==> src/hw/rtl/tcrs_pkg.sv <==
// Package for the touch contact risk scorer: field types, register
// indexes and scoring constants. No dependencies.

package tcrs_pkg;

   typedef logic signed [15:0] coord_type;
   typedef logic [31:0]        dur_type;
   typedef logic [15:0]        path_type;
   typedef logic [14:0]        major_base_type;
   typedef logic [6:0]         score_type;

   localparam int CSR_ADDR_W = 5;
   localparam int CSR_DATA_W = 32;

   typedef enum logic [2:0] {
      REG_BOUNDS_KNOWN = 3'd0,
      REG_BOUND_X_MIN  = 3'd1,
      REG_BOUND_X_MAX  = 3'd2,
      REG_BOUND_Y_MIN  = 3'd3,
      REG_BOUND_Y_MAX  = 3'd4
   } csr_index_type;

   // evidence bit positions
   localparam int EV_FAST  = 0;
   localparam int EV_EDGE  = 1;
   localparam int EV_SHORT = 2;
   localparam int EV_BURST = 3;
   localparam int EV_MAJOR = 4;

   // family bit positions
   localparam int FAM_TIMING   = 0;
   localparam int FAM_SPATIAL  = 1;
   localparam int FAM_MOTION   = 2;
   localparam int FAM_GEOMETRY = 3;

   localparam logic [31:0] DUR_FAST_MAX = 32'd5000;
   localparam logic [31:0] DUR_SLOW_MAX = 32'd8000;
   localparam logic [6:0]  PTS_DUR_ZERO = 7'd35;
   localparam logic [6:0]  PTS_DUR_FAST = 7'd70;
   localparam logic [6:0]  PTS_DUR_SLOW = 7'd42;

   localparam logic signed [16:0] EDGE_NEAR_MAX  = 17'sd3;
   localparam logic signed [16:0] EDGE_CLOSE_MAX = 17'sd10;
   localparam logic [5:0]         PTS_EDGE_NEAR  = 6'd42;
   localparam logic [5:0]         PTS_EDGE_CLOSE = 6'd16;

   localparam logic [15:0] BASE_MIN_SAMPLES = 16'd20;
   localparam logic [7:0]  PTS_SHORT        = 8'd24;
   localparam logic [7:0]  PTS_BURST        = 8'd18;
   localparam logic [7:0]  PTS_MAJOR        = 8'd10;

   localparam logic [7:0] SCORE_MAX   = 8'd100;
   localparam logic [6:0] SUSPECT_MIN = 7'd65;
   localparam logic [6:0] DROP_MIN    = 7'd85;

   // per-contact score parts from the compare logic
   typedef struct packed {
      logic [6:0] dur_pts;
      logic [5:0] edge_pts;
      logic [4:0] evidence;
   } score_parts_type;

endpackage

==> src/hw/rtl/touch_contact_risk_scorer.sv <==
// Touch contact risk scorer top level: input register, compare and score
// logic, result register, APB register file. Depends on tcrs_pkg.

// One contact is accepted per cycle (busy is always low) and its result is
// strobed on the rsp_ ports after passing the input register and then the
// result register. The receiver cannot stall, so nothing holds the pipeline:
// the scoring logic sits between the input register and the result register.
// A contact without a position still gives a result, with every field zero.
// Panel bounds are read at 0x04..0x10; write them only while no contact
// is in flight.

module touch_contact_risk_scorer (
   input  logic                                clock,
   input  logic                                reset,
   // command channel
   input  logic                                start,
   output logic                                busy,
   input  logic                                req_position_valid,
   input  tcrs_pkg::coord_type                 req_coord_x,
   input  tcrs_pkg::coord_type                 req_coord_y,
   input  tcrs_pkg::dur_type                   req_contact_duration,
   input  tcrs_pkg::path_type                  req_path_length,
   input  tcrs_pkg::coord_type                 req_major_axis,
   input  tcrs_pkg::path_type                  req_baseline_samples,
   input  tcrs_pkg::dur_type                   req_baseline_duration,
   input  tcrs_pkg::path_type                  req_baseline_path,
   input  tcrs_pkg::major_base_type            req_baseline_major,
   // result channel
   output logic                                rsp_strobe,
   output tcrs_pkg::score_type                 rsp_risk_score,
   output logic [4:0]                          rsp_evidence_bits,
   output logic [3:0]                          rsp_family_bits,
   output logic [2:0]                          rsp_family_total,
   output logic                                rsp_is_suspect,
   output logic                                rsp_should_drop,
   // APB register port
   input  logic                                psel,
   input  logic                                penable,
   input  logic                                pwrite,
   input  logic [tcrs_pkg::CSR_ADDR_W-1:0]     paddr,
   input  logic [tcrs_pkg::CSR_DATA_W-1:0]     pwdata,
   output logic [tcrs_pkg::CSR_DATA_W-1:0]     prdata,
   output logic                                pready
);

   import tcrs_pkg::*;

   // ---------------- registers ----------------
   logic      bounds_known_ff;
   coord_type bound_x_min_ff, bound_x_max_ff, bound_y_min_ff, bound_y_max_ff;

   logic csr_write;
   csr_index_type csr_index;

   assign pready    = 1'b1;
   assign csr_write = psel & penable & pwrite & pready;
   assign csr_index = csr_index_type'(paddr[4:2]);

   always_ff @(posedge clock) begin
      if (reset) begin
         bounds_known_ff <= 1'b0;
         bound_x_min_ff  <= '0;
         bound_x_max_ff  <= '0;
         bound_y_min_ff  <= '0;
         bound_y_max_ff  <= '0;
      end else if (csr_write) begin
         unique case (csr_index)
            REG_BOUNDS_KNOWN: bounds_known_ff <= pwdata[0];
            REG_BOUND_X_MIN:  bound_x_min_ff  <= pwdata[15:0];
            REG_BOUND_X_MAX:  bound_x_max_ff  <= pwdata[15:0];
            REG_BOUND_Y_MIN:  bound_y_min_ff  <= pwdata[15:0];
            REG_BOUND_Y_MAX:  bound_y_max_ff  <= pwdata[15:0];
            default: ;
         endcase
      end
   end

   always_comb begin
      unique case (csr_index)
         REG_BOUNDS_KNOWN: prdata = {31'd0, bounds_known_ff};
         REG_BOUND_X_MIN:  prdata = 32'(bound_x_min_ff);
         REG_BOUND_X_MAX:  prdata = 32'(bound_x_max_ff);
         REG_BOUND_Y_MIN:  prdata = 32'(bound_y_min_ff);
         REG_BOUND_Y_MAX:  prdata = 32'(bound_y_max_ff);
         default:          prdata = '0;
      endcase
   end

   // ---------------- input register ----------------
   assign busy = 1'b0;

   logic           req_valid_ff;
   logic           pos_valid_ff;
   coord_type      x_ff, y_ff, major_ff;
   dur_type        dur_ff, avg_dur_ff;
   path_type       path_ff, samples_ff, avg_path_ff;
   major_base_type avg_major_ff;

   always_ff @(posedge clock) begin
      if (reset) begin
         req_valid_ff <= 1'b0;
      end else begin
         req_valid_ff <= start & ~busy;
      end
      if (start & ~busy) begin
         pos_valid_ff <= req_position_valid;
         x_ff         <= req_coord_x;
         y_ff         <= req_coord_y;
         dur_ff       <= req_contact_duration;
         path_ff      <= req_path_length;
         major_ff     <= req_major_axis;
         samples_ff   <= req_baseline_samples;
         avg_dur_ff   <= req_baseline_duration;
         avg_path_ff  <= req_baseline_path;
         avg_major_ff <= req_baseline_major;
      end
   end

   // ---------------- compares ----------------
   logic              dur_zero, dur_fast, dur_slow;
   logic signed [16:0] x17, y17, d_xl, d_xh, d_yl, d_yh, d_a, d_b, edge_dist;
   logic              edge_near, edge_close;
   logic              base_ok, short_hit, burst_hit, major_hit;
   logic [34:0]       dur_x6_p6;
   logic [33:0]       dur_x2_p2;
   logic [14:0]       major_mag;
   logic [17:0]       major_x5, avg_major_x5;
   score_parts_type   parts_in;

   always_comb begin
      dur_zero = (dur_ff == '0);
      dur_fast = (dur_ff <= DUR_FAST_MAX);
      dur_slow = (dur_ff <= DUR_SLOW_MAX);

      x17 = 17'(x_ff);
      y17 = 17'(y_ff);
      if (bounds_known_ff) begin
         d_xl = x17 - 17'(bound_x_min_ff);
         d_xh = 17'(bound_x_max_ff) - x17;
         d_yl = y17 - 17'(bound_y_min_ff);
         d_yh = 17'(bound_y_max_ff) - y17;
      end else begin
         // no bounds: distance to the origin axes only
         d_xl = x_ff[15] ? 17'sd0 : x17;
         d_xh = d_xl;
         d_yl = y_ff[15] ? 17'sd0 : y17;
         d_yh = d_yl;
      end
      d_a = (d_xl < d_xh) ? d_xl : d_xh;
      d_b = (d_yl < d_yh) ? d_yl : d_yh;
      edge_dist  = (d_a < d_b) ? d_a : d_b;
      // a negative distance (outside the bounds) lies inside the near band anyway
      edge_near  = (edge_dist <= EDGE_NEAR_MAX);
      edge_close = (edge_dist <= EDGE_CLOSE_MAX);

      base_ok = (samples_ff >= BASE_MIN_SAMPLES);

      // dur < avg/6  <=>  avg >= 6*dur + 6
      dur_x6_p6 = {1'b0, dur_ff, 2'b00} + {2'b00, dur_ff, 1'b0} + 35'd6;
      short_hit = base_ok && (avg_dur_ff != '0) && !dur_zero &&
                  ({3'b000, avg_dur_ff} >= dur_x6_p6);

      // dur < avg/2  <=>  avg >= 2*dur + 2
      dur_x2_p2 = {1'b0, dur_ff, 1'b0} + 34'd2;
      burst_hit = base_ok && (avg_path_ff != '0) &&
                  ({3'b000, path_ff} > {avg_path_ff, 3'b000}) &&
                  (avg_dur_ff != '0) && ({2'b00, avg_dur_ff} >= dur_x2_p2);

      major_mag    = major_ff[14:0];
      major_x5     = {1'b0, major_mag, 2'b00} + {3'b000, major_mag};
      avg_major_x5 = {1'b0, avg_major_ff, 2'b00} + {3'b000, avg_major_ff};
      major_hit = base_ok && !major_ff[15] && (avg_major_ff >= 15'd2) &&
                  ((major_x5 < {3'b000, avg_major_ff}) ||
                   ({3'b000, major_mag} > avg_major_x5));

      if (dur_zero)      parts_in.dur_pts = PTS_DUR_ZERO;
      else if (dur_fast) parts_in.dur_pts = PTS_DUR_FAST;
      else if (dur_slow) parts_in.dur_pts = PTS_DUR_SLOW;
      else               parts_in.dur_pts = '0;

      if (edge_near)       parts_in.edge_pts = PTS_EDGE_NEAR;
      else if (edge_close) parts_in.edge_pts = PTS_EDGE_CLOSE;
      else                 parts_in.edge_pts = '0;

      parts_in.evidence           = '0;
      parts_in.evidence[EV_FAST]  = dur_slow;
      parts_in.evidence[EV_EDGE]  = edge_close;
      parts_in.evidence[EV_SHORT] = short_hit;
      parts_in.evidence[EV_BURST] = burst_hit;
      parts_in.evidence[EV_MAJOR] = major_hit;

      if (!pos_valid_ff) parts_in = '0;
   end

   // ---------------- score and flags ----------------
   logic [7:0] score_sum;
   logic [6:0] score_in;
   logic [3:0] family_in;
   logic [2:0] family_total_in;
   logic       two_families;

   always_comb begin
      score_sum = {1'b0, parts_in.dur_pts} + {2'b00, parts_in.edge_pts}
                + (parts_in.evidence[EV_SHORT] ? PTS_SHORT : 8'd0)
                + (parts_in.evidence[EV_BURST] ? PTS_BURST : 8'd0)
                + (parts_in.evidence[EV_MAJOR] ? PTS_MAJOR : 8'd0);
      score_in = (score_sum > SCORE_MAX) ? SCORE_MAX[6:0] : score_sum[6:0];

      family_in[FAM_TIMING]   = parts_in.evidence[EV_FAST] | parts_in.evidence[EV_SHORT];
      family_in[FAM_SPATIAL]  = parts_in.evidence[EV_EDGE];
      family_in[FAM_MOTION]   = parts_in.evidence[EV_BURST];
      family_in[FAM_GEOMETRY] = parts_in.evidence[EV_MAJOR];
      family_total_in = {2'b00, family_in[0]} + {2'b00, family_in[1]}
                      + {2'b00, family_in[2]} + {2'b00, family_in[3]};
      two_families = (family_total_in >= 3'd2);
   end

   logic       rsp_strobe_ff;
   score_type  rsp_score_ff;
   logic [4:0] rsp_evidence_ff;
   logic [3:0] rsp_family_ff;
   logic [2:0] rsp_total_ff;
   logic       rsp_suspect_ff, rsp_drop_ff;

   always_ff @(posedge clock) begin
      if (reset) begin
         rsp_strobe_ff <= 1'b0;
      end else begin
         rsp_strobe_ff <= req_valid_ff;
      end
      rsp_score_ff    <= score_in;
      rsp_evidence_ff <= parts_in.evidence;
      rsp_family_ff   <= family_in;
      rsp_total_ff    <= family_total_in;
      rsp_suspect_ff  <= two_families && (score_in >= SUSPECT_MIN);
      rsp_drop_ff     <= two_families && (score_in >= DROP_MIN);
   end

   assign rsp_strobe        = rsp_strobe_ff;
   assign rsp_risk_score    = rsp_score_ff;
   assign rsp_evidence_bits = rsp_evidence_ff;
   assign rsp_family_bits   = rsp_family_ff;
   assign rsp_family_total  = rsp_total_ff;
   assign rsp_is_suspect    = rsp_suspect_ff;
   assign rsp_should_drop   = rsp_drop_ff;

   // ---------------- assertions ----------------
   a_latency: assert property (@(posedge clock) disable iff (reset)
      start |-> ##2 rsp_strobe)
      else $error("result word not strobed two cycles after start");

   a_score_cap: assert property (@(posedge clock) disable iff (reset)
      rsp_strobe |-> (rsp_risk_score <= SCORE_MAX[6:0]))
      else $error("risk score above saturation limit");

   a_score_has_evidence: assert property (@(posedge clock) disable iff (reset)
      (rsp_strobe && rsp_risk_score != '0) |-> (rsp_evidence_bits != '0))
      else $error("nonzero score without evidence");

   a_drop_implies_suspect: assert property (@(posedge clock) disable iff (reset)
      (rsp_strobe && rsp_should_drop) |-> rsp_is_suspect)
      else $error("drop flagged without suspect");

endmodule
==> config.mk <==
export PLATFORM = sky130hd
export DESIGN_NAME = touch_contact_risk_scorer
export DESIGN_NICKNAME = d
export VERILOG_FILES = /design/src/hw/rtl/tcrs_pkg.sv /design/src/hw/rtl/touch_contact_risk_scorer.sv
export SDC_FILE = /design/constraint.sdc
export NUM_CORES = 1
export LEC_CHECK = 0
export ABC_AREA = 1
export BUFFER_PORTS_ARGS = -buffer_cell sky130_fd_sc_hd__buf_4
export CORE_MARGIN = 8
export CORE_UTILIZATION = 55
export CTS_BUF_LIST = sky130_fd_sc_hd__clkbuf_8
export CTS_CLUSTER_DIAMETER = 100
export DETAILED_ROUTE_END_ITERATION = 10
export GPL_TIMING_DRIVEN = 0
export PLACE_DENSITY = 0.8
export SKIP_CTS_REPAIR_TIMING = 1
export SYNTH_ARGS = -nofsm -noshare
export SYNTH_HDL_FRONTEND = slang
export SYNTH_SLANG_ARGS = --single-unit
==> constraint.sdc <==
create_clock -name clock -period 7.2 [get_ports clock]
set_input_delay 0.36 -clock clock [delete_from_list [all_inputs] [get_ports clock]]
set_output_delay 0.36 -clock clock [all_outputs]
set_load 0.05 [all_outputs]
; Word level (Yosys, flattened, before mapping)
; Index checks and enable logic that the tools add are counted.
[op_classes]
muxes = 20
n_eq_ne = 4
addsub = 16
magnitude_cmp = 18
n_reduce_logical = 24
bitwise_logic = 3
[ops]
columns = cell, n
row1 = $pmux 32 s5, 1
row2 = $mux 17, 7
row3 = $sub 16x16->17, 4
row4 = $le 32x13->1 const B, 2
row5 = $lt 17x17->1, 3
row6 = $add 17x15->18, 2
row7 = $add 34x33->35, 1
row8 = $add 35x3->35 const B, 1
row9 = $ge 32x35->1, 1
row10 = $add 33x2->34 const B, 1
row11 = $ge 32x34->1, 1
row12 = $logic_not 32->1, 1
row13 = $reduce_bool 32->1, 1
row14 = $mux 15, 2
row15 = $mux 7, 3
row16 = $gt 16x19->1, 1
row17 = $gt 15x18->1, 1
row18 = $lt 18x15->1, 1
row19 = $mux 18, 1
row20 = $le 17x3->1 const B, 1
row21 = $le 17x5->1 const B, 1
row22 = $add 8x5->8, 2
row23 = $ge 16x5->1 const B, 1
row24 = $reduce_bool 16->1, 1
row25 = 22 further kinds, 44
[word_totals]
elab_cells = 108
ff_bits = 264
out_inout_bits = 56
in_bits = 219

; Depth between registers and ports, before layout
; Gate-level depths: netlist of run 1.
[depth]
ltp_word = 18
ltp_mapped = 63
depth_no_buf = 62

; Least setup slack after synthesis of run 1
; No wires, ideal clock.
[synth_path]
path_kind = flip-flop to flip-flop
startpoint = reg y_ff[0]
endpoint = reg rsp_suspect_ff, in the netlist rsp_is_suspect
setup_ns = 0.123
arrival_ns = 7.795
period_less_slack_ns = 7.918
path_buffers = 1
t_required_ns = 7.077
slack_ns = -0.718
stages_incl_launch_ff = 57
path_cell_list = edfxtp_1 -> inv_1 -> ha_1 -> fa_1 -> inv_1 -> nand2_1 -> o21ai_2 -> nand3_2 -> nand3_1 -> a21oi_1 -> o21ai_0 -> xnor2_1 -> nand2_1 -> nand2_1 -> inv_1 -> ha_1 -> a21oi_1 -> nor2_1 -> (+21 left out) -> nor2_2 -> nand3_1 -> fa_1 -> inv_1 -> ha_1 -> ha_1 -> a21oi_1 -> and2_1 -> inv_1 -> a21oi_1 -> nor2_1 -> nor2_1 -> xnor2_1 -> inv_1 -> nand2_1 -> or2_2 -> nor4_1 -> nor3_1
[synth_between]
elab_chain_cells = 18
word_cells_on_any_way = 26
classes_between = add/sub: 9 / order compare: 7 / mux: 9 / reduce/logical: 1
[synth_lines]
columns = item, line
row1 = start: declaration, touch_contact_risk_scorer.sv:94  ; coord_type x_ff, y_ff, major_ff;
row2 = start signal: assignment, touch_contact_risk_scorer.sv:108  ; y_ff <= req_coord_y;
row3 = $sub 16x16->17 (tied with other cells), touch_contact_risk_scorer.sv:140  ; d_yl = y17 - 17'(bound_y_min_ff);
row4 = $mux 17, touch_contact_risk_scorer.sv:137  ; if (bounds_known_ff) begin
row5 = $lt 17x17->1, touch_contact_risk_scorer.sv:150  ; d_b = (d_yl < d_yh) ? d_yl : d_yh;
row6 = $mux 17 (*), touch_contact_risk_scorer.sv:150
row7 = $lt 17x17->1, touch_contact_risk_scorer.sv:151  ; edge_dist = (d_a < d_b) ? d_a : d_b;
row8 = $mux 17 (*), touch_contact_risk_scorer.sv:151
row9 = $le 17x5->1, touch_contact_risk_scorer.sv:154  ; edge_close = (edge_dist <= EDGE_CLOSE_MAX);
row10 = $mux 5, touch_contact_risk_scorer.sv:182  ; else if (edge_close) parts_in.edge_pts = PTS_EDGE_CLOSE;
row11 = (+3 left out), n/a
row12 = $add 8x5->8 (*), touch_contact_risk_scorer.sv:204  ; + (parts_in.evidence[EV_SHORT] ? PTS_SHORT : 8'd0)
row13 = $add 8x5->8 (*), touch_contact_risk_scorer.sv:205  ; + (parts_in.evidence[EV_BURST] ? PTS_BURST : 8'd0)
row14 = $add 8x4->8 (*), touch_contact_risk_scorer.sv:206  ; + (parts_in.evidence[EV_MAJOR] ? PTS_MAJOR : 8'd0);
row15 = $gt 8x7->1, touch_contact_risk_scorer.sv:207  ; score_in = (score_sum > SCORE_MAX) ? SCORE_MAX[6:0] : score_sum[6:0];
row16 = $mux 7 (*), touch_contact_risk_scorer.sv:207
row17 = named net score_in[2], touch_contact_risk_scorer.sv:197  ; logic [6:0] score_in;
row18 = $ge 7x7->1 (*), touch_contact_risk_scorer.sv:235  ; rsp_suspect_ff <= two_families && (score_in >= SUSPECT_MIN);
row19 = $logic_and 1x1->1 (*), touch_contact_risk_scorer.sv:235
row20 = end signal: assignment, touch_contact_risk_scorer.sv:235
row21 = end: declaration, touch_contact_risk_scorer.sv:223  ; logic rsp_suspect_ff, rsp_drop_ff;
; The timed path passes the listed nets; every way through them passes the cells marked *.
; A chain may end at the register's enable or synchronous reset.

; Worst setup path in the final report of run 1
[layout_path]
startpoint = reg x_ff[2]
endpoint = reg rsp_suspect_ff, in the netlist rsp_is_suspect
[layout_between]
elab_chain_cells = 18
word_cells_on_any_way = 26
classes_between = add/sub: 9 / order compare: 7 / mux: 9 / reduce/logical: 1
[layout_lines]
columns = item, line
row1 = start: declaration, touch_contact_risk_scorer.sv:94
row2 = start signal: assignment, touch_contact_risk_scorer.sv:107  ; x_ff <= req_coord_x;
row3 = $sub 16x16->17 (tied with other cells), touch_contact_risk_scorer.sv:138  ; d_xl = x17 - 17'(bound_x_min_ff);
row4 = $mux 17, touch_contact_risk_scorer.sv:137
row5 = $lt 17x17->1, touch_contact_risk_scorer.sv:149  ; d_a = (d_xl < d_xh) ? d_xl : d_xh;
row6 = $mux 17 (*), touch_contact_risk_scorer.sv:149
row7 = $lt 17x17->1, touch_contact_risk_scorer.sv:151
row8 = $mux 17 (*), touch_contact_risk_scorer.sv:151
row9 = $le 17x5->1, touch_contact_risk_scorer.sv:154
row10 = $mux 5, touch_contact_risk_scorer.sv:182
row11 = (+3 left out), n/a
row12 = $add 8x5->8 (*), touch_contact_risk_scorer.sv:204
row13 = $add 8x5->8 (*), touch_contact_risk_scorer.sv:205
row14 = $add 8x4->8 (*), touch_contact_risk_scorer.sv:206
row15 = $gt 8x7->1, touch_contact_risk_scorer.sv:207
row16 = $mux 7 (*), touch_contact_risk_scorer.sv:207
row17 = named net score_in[2], touch_contact_risk_scorer.sv:197
row18 = $ge 7x7->1 (*), touch_contact_risk_scorer.sv:235
row19 = $logic_and 1x1->1 (*), touch_contact_risk_scorer.sv:235
; Marks and branches as above.

==> results of run 1 <==
-- cells by family after synthesis --
logic type / after synthesis / share of synthesized area, %
compound gates: 522 / 14.5
other cells: 2 / 0.0353
flops: 259 / 32.5
fa+ha+maj: 367 / 22.0
simple gates: 889 / 18.1
buf+inv: 426 / 8.00
xor+xnor: 119 / 4.89
-- final cells by class --
cell class / count / area, um^2 / area share, %
Multi-Input combinational cell: 1900 / 13900 / 49.2
Tap cell: 518 / 648 / 2.30
Buffer: 62 / 370 / 1.31
Sequential cell: 259 / 6930 / 24.5
Clock inverter: 35 / 334 / 1.18
Inverter: 364 / 1370 / 4.85
Clock buffer: 46 / 633 / 2.24
Timing Repair Buffer: 467 / 4040 / 14.3
Timing Repair inverter: 1 / 7.51 / 0.0266
-- metal layers --
layer	up-vias	part of all wire, %	GRT usage [%]
li1	9884	-	-
met1	9757	41	36.2
met2	863	48	45.6
met3	188	7.4	4.43
met4	2	3.7	11.3
met5	-	0.018	0
-- through the flow --
| stage | area (um^2) | hold WS, ps | setup slack, ps |
|---|---|---|---|
| finish | 28200 | 30.4 | -971 |
| CTS | 24900 | -126 | -1750 |
| global placement | 23900 | 391 | -1520 |
| detailed placement | 24000 | 399 | -1680 |
| global route | 28200 | 37.1 | -1260 |
| floorplan | 21400 | 388 | -211 |
-- worst min-delay path, stage by stage --
cell and delay [ps]:
buf_4 130, nand2_1 60, a21oi_1 50
-- power groups by stage --
stage	logic, mW	registers (mW)	clock network, mW
4_1_cts	1.98	1.80	1.52
2_1_floorplan	1.36	1.84	0
6_report	2.49	1.80	1.54
3_5_place_dp	1.96	1.83	0
5_1_grt	2.72	1.81	1.62
3_3_place_gp	1.88	1.83	0
-- path summary, 6_finish.rpt --
path	startpoint	endpoint	slack (ps)	cells past startpoint
max	x_ff[2]	rsp_is_suspect	-970	50
min reg2reg	req_valid_ff	rsp_strobe	410	2
min	pwdata[11]	bound_x_max_ff[11]	30	3
max reg2reg	x_ff[2]	rsp_is_suspect	-970	50
-- cells in the mapped netlist, types with 3 or more instances --
cell type / instances / share of area, %
o211ai_1: 7 / 0.25
buf_4: 22 / 0.78
a21o_1: 20 / 0.71
o21ai_1: 12 / 0.28
buf_2: 4 / 0.094
a31oi_1: 12 / 0.35
o31ai_1: 3 / 0.11
xor2_1: 82 / 3.4
dfxtp_1: 85 / 8.0
nand2_2: 10 / 0.29
nand2_1: 503 / 8.9
nor2_1: 160 / 2.8
o21a_1: 16 / 0.56
a221oi_1: 5 / 0.21
fa_1: 11 / 1.0
o2111ai_1: 17 / 0.70
o21ai_2: 7 / 0.29
clkbuf_1: 27 / 0.48
o221ai_1: 8 / 0.33
nand3_1: 95 / 2.2
nor4_1: 19 / 0.56
a21oi_1: 231 / 5.4
and2_1: 3 / 0.088
buf_1: 6 / 0.11
o21bai_1: 25 / 0.88
o21ai_0: 105 / 2.5
ha_1: 356 / 21
nor2_2: 9 / 0.26
a211oi_1: 41 / 1.4
nor3_1: 18 / 0.42
nand2_4: 6 / 0.32
edfxtp_1: 174 / 25
nand3_2: 5 / 0.24
or2_2: 8 / 0.24
xnor2_1: 37 / 1.5
nand4_1: 41 / 1.2
clkinv_1: 3 / 0.053
inv_1: 359 / 6.3
==> run summary, run 1 <==
The flow ran to the end, but the final reports show violations. The checks that failed: negative setup slack. The clock arrives with 31.5 ps of skew. Grouping stages by cell kind, the critical path spends the most delay in simple AND/OR/NAND/NOR gates. The tree is rooted in a clkbuf_8.

For this run, the slowest stage of the critical path takes 480 ps. Clock sink count: 259. The average wire per cell in the routed design was 19.8 um.

The die is 213 um tall. The first global-routing pass estimated 99700 um of wire. The maximum buffer depth of the clock tree came out at 3. The number of design-rule violations left by the first detailed-router iteration is 1882.

Share of cells above drive strength 1: 20.5%. Leaving out filler cells and counting taps, the final layout contains 3652. The share of total power dissipated in sequential elements is 30.9%. The worst-case IR drop observed on VDD is 0.196 mV. The tools report the utilization after layout as 73.4%.

The clock latency on the worst-skew pair was 650 ps. The run gives 26.4% as the portion of total power attributed to the clock network. The final wirelength is 72400 um.

Leaving out fill and tap cells, the most frequent cell in the layout is nand2_1. TritonCTS built the clock tree. The logs give 122 MHz for the highest attainable clock frequency and 0.957 for the global placement routability congestion. The cell area that synthesis handed to floorplanning was 21300 um^2.

For the via count of the first global-routing pass, the log shows 19206. For the initial antenna violation count, the log shows 1. Port buffering added 251 buffers. Synthesis inferred 259 register bits.

Yosys mapped a number of flops with a built-in enable equal to 174. The total buffers and inverters traversed by the critical path was 7. Data on the critical path is required at its endpoint by 7700 ps.

Global routing finished with a remaining overflow of 0. Dividing the final minimum period by the clock period gives 113%. The run gives -971 ps as the final worst setup slack. The number of search-and-repair iterations in the first detailed-routing pass came out at 5. The worst path needs 8170 ps of the cycle, external delays included. The power per cell area was 207 nW/um^2. The largest registers in the layout are avg_dur_ff: 32 flops, dur_ff: 32 flops. After clock tree synthesis, the clock-pin slew on the worst setup and hold paths is 60 ps.

The die covers 45300 um^2. In this run the worst hold path is classified as primary input to register. The tools report the static leakage as 13.0 nW.

Global routing used 27.8% of the available tracks. The setup-violating endpoint count in the final report was 9; the design internal power was 3.59 mW. Adding up every negative setup slack in the final design gives -6870 ps. The filler cells instantiated in the layout total 2790. Number of clock buffers inserted by TritonCTS: 45.

The post-synth net total came out at 3170. Detailed placement finished with a half-perimeter wire length of 52400 um. The tools report the arrival time at the worst endpoint as 8670 ps. In the layout the commonest cells are nand2_1, inv_1, ha_1, buf_4, a21oi_1.

The largest driver fanout on the critical path was 7; the number of cells after detailed placement was 3354. The area overhead of the layout relative to synthesis was 32.5%. Critical path's slowest cell: edfxtp_1.

For this run, the number of Yosys warnings is 0. The final routed DRC violation total is 0. The number of antenna cells inserted came out at 0. The setup path with the least slack is of type register to register.

The total net switching power was 2.24 mW; the overall die width was 213 um. Remaining max-slew budget at the tightest pin: 30.2%. The final hold violation count is 0. 275 I/O pins were placed.

The post-detailed-route via-to-cell ratio is 5.67, and the reported max-cap violation count is 0. The floorplan has 72 rows. The tools report the final count of pins violating max slew as 0. The number of distinct library cell variants in the gate-level netlist after synthesis was 60. Setup repair after global routing could not meet its margin everywhere. For the initial core utilization, the log shows 55.4%. Net switching is 38.4% of the power. The detail route stage leaves a number of antenna-violating nets equal to 0. The per-instance average area after synthesis was 8.24 um^2. Combinational logic is responsible for 42.7% of the overall power.

The design draws 5.83 mW. Most frequently used flop master after synthesis: edfxtp_1. The tools report the pin count of the biggest net entering global routing as 114. The tools report the total number of nets in the final design as 3686. The run gives 2584 as the number of standard cells after synthesis. In this run the standard cell core region covers 38500 um^2. After synthesis, the share of flip-flops with an asynchronous set or reset is 0%.

The share of the Yosys chip area taken by registers is 32.5%. Depth of the CTS H-tree: 2. The slew at the pin with the worst max-slew slack is 1040 ps, and the total number of vias is 20694. The worst setup path is launched from a register. Kind of end point of the critical path: a register.
Note: power is estimated with default switching activity, not from simulation.
==> run 2: changes to the inputs <==
--- a/config.mk
+++ b/config.mk
@@ -14,6 +14,7 @@
 export DETAILED_ROUTE_END_ITERATION = 10
 export GPL_TIMING_DRIVEN = 0
 export PLACE_DENSITY = 0.8
+export SETUP_SLACK_MARGIN = 0.2
 export SKIP_CTS_REPAIR_TIMING = 1
 export SYNTH_ARGS = -nofsm -noshare
 export SYNTH_HDL_FRONTEND = slang
==> constraint.sdc (replaced) <==
create_clock -name clock -period 7.2 [get_ports clock]
set_input_delay 0.36 -clock clock [delete_from_list [all_inputs] [get_ports clock]]
set_output_delay 0.36 -clock clock [all_outputs]
set_load 0.005 [all_outputs]
==> run summary, run 2 (synthesis gave the netlist of run 1 again) <==
The final period utilization was 116%; the global-route track usage on met1 was 36.4%. The flow ran to the end, but the final reports show violations. For the final count of pins violating max slew, the log shows 0.

Among all stages on the critical path, the largest delay is contributed by fa_1. The library cells used most frequently in the layout, excluding fill and tap cells, are nand2_1, inv_1, ha_1, buf_4, a21oi_1. The floorplan step set the die width to 213 um.

The largest driver fanout on the critical path works out to 7. The tools report the total net switching power as 2.13 mW. Switching part of the total: 38.7%. The startpoint identified for the worst register-to-register timing path is x_ff[1].

The tools report the initial antenna violation count as 0. Summed over all layers, the global routing overflow is 0. The share of cells above drive strength 1 was 19.5%; the sequential fraction of design power was 32.8%. Timing startpoint of the critical path: x_ff[1].

The run gives 0.963 as the global placement routability congestion. Wire length of the first global-routing pass: 99900 um. During placement, the flow inserted port buffers numbering 251.

For this design the static power due to leakage is 12.9 nW. The initial utilization of the core area, before any placement, comes to 55.4%. The checks that failed: negative setup slack.

The kind of end point of the critical path was a register. Critical path start-end classification: register to register. The logs give 45300 um^2 for the floorplan die area and 6 for the number of search-and-repair iterations in the first detailed-routing pass.

In this run, CTS created clock tree buffers numbering 44. The detailed router placed 20557 vias in this run. The library cell used most frequently in the layout, excluding fill and tap cells, is nand2_1.

In this run the worst hold path is classified as primary input to register. In the final routed layout, each cell accounts on average for 19.6 um. The post-detailed-route via-to-cell ratio came out at 5.63. Setup repair after global routing could not meet its margin everywhere. The design draws 5.51 mW. The via count of the first global-routing pass came out at 19294. The remaining max-slew budget at the tightest pin is 38.1%, and the count of pins on the block boundary is 275. Peak-usage layer in the global routing report: met2.

VDD sags by at most 0.240 mV. Global routing used 46.2% of the available met2 tracks. In this run the standard cell core region covers 38500 um^2. Half-perimeter wire length after placement: 52800 um. The run gives 3.37 mW as the design internal power. Entering global routing, the biggest net connects 114 pins. The clock root buffer is clkbuf_8. The clock passes through at most 3 buffers. Summing all non-filler instances in the final layout gives an area of 27900 um^2. In the final design database the tool counted 3682 nets. Measured along the y axis, the die boundary spans 213 um.

TritonCTS built the clock tree. Combinational logic is responsible for 43.5% of the overall power. The shortest period the worst path allows was 8360 ps; the final worst setup slack was -1160 ps. The first routing iteration left 1762 violations.

The startpoint identified for the worst hold timing path is pwdata[6]. The startpoint class of the critical path was a register. The clock net in this run drives a total of 259 sinks. For this design the ratio of total power to cell area is 198 nW/um^2.

The final hold violation count is 0. The placed instances occupy a cell area of 24100 um^2. The run gives 9 as the setup-violating endpoint count in the final report. The largest registers in the layout are avg_dur_ff: 32 flops, dur_ff: 32 flops. Data on the critical path is required at its endpoint by 7690 ps.

The number of antenna cells inserted came out at 0. The clock latency on the worst-skew pair is 650 ps, and the clock edge transition at the registers on the reported setup and hold paths is 70 ps. The count of nets left with antenna violations once routing finished came out at 0. The area growth from synthesis to layout is 30.9%. At the pin with the least slew margin, the transition time is 921 ps.

The logs give 2 for the depth of the CTS H-tree and 27.9% for the global routing usage summed across all routing layers. The clock network is responsible for 23.7% of the overall power. Data arrives at the worst endpoint at 8850 ps.

The total number of placement rows is 72, and the final routed DRC violation total is 0. Utilization after layout: 72.5%. The run gives 0 as the reported max-cap violation count. The delay of the slowest cell on the worst path works out to 500 ps.

Between clock sinks in the finished design, the worst skew comes to 55.6 ps. The highest attainable clock frequency came out at 120 MHz. For the final wirelength, the log shows 71700 um.

For the global routing usage on met3, the log shows 4.23%.
[run 2: power groups by stage]
stage / clock [mW] / combinational, mW / sequential (mW)
3_3_place_gp: 0 / 1.83 / 1.83
3_5_place_dp: 0 / 1.91 / 1.83
2_1_floorplan: 0 / 1.37 / 1.79
4_1_cts: 1.30 / 1.93 / 1.80
6_report: 1.31 / 2.40 / 1.80
5_1_grt: 1.38 / 2.64 / 1.81
[run 2: worst max-delay path: cells and delay by family (launching register included)]
family | cells | cell delay, ps
fa+ha+maj | 7 | 2150
simple gates | 25 | 3150
buf+inv | 8 | 870
compound gates | 8 | 1520
flops | 1 | 480
[run 2: stage by stage]
stage | setup TNS (ps) | setup slack [ps] | instances | hold WS (ps)
floorplan | -17.2 | -17.2 | 2584 | 388
global placement | -9000 | -1310 | 3353 | 390
detailed placement | -11030 | -1510 | 3354 | 402
CTS | -11680 | -1560 | 3435 | -139
global route | -12600 | -1550 | 3649 | 41.6
finish | -9040 | -1160 | 3649 | 47.2
[run 2: layout make-up]
class | count | area, um^2
Inverter | 364 | 1370
Clock inverter | 34 | 181
Timing Repair inverter | 1 | 7.51
Fill cell | 2943 | 10600
Tap cell | 518 | 648
Buffer | 62 | 364
Sequential cell | 259 | 6930
Clock buffer | 47 | 647
Timing Repair Buffer | 465 | 3990
Multi-Input combinational cell | 1899 | 13700
[run 2: metal layers]
metal	up-vias	part of all wire, %
met4	0	4.0
met3	200	7.6
met5	-	0
li1	9871	-
met1	9609	41
met2	877	48
[run 2: final timing paths]
kind | end | slack (ps) | cells after the start
worst max-delay path | rsp_is_suspect | -1160 | 48
worst min-delay path | bound_x_max_ff[6] | 50 | 3
worst max register to register | rsp_is_suspect | -1160 | 48
worst min register to register | rsp_strobe | 410 | 2
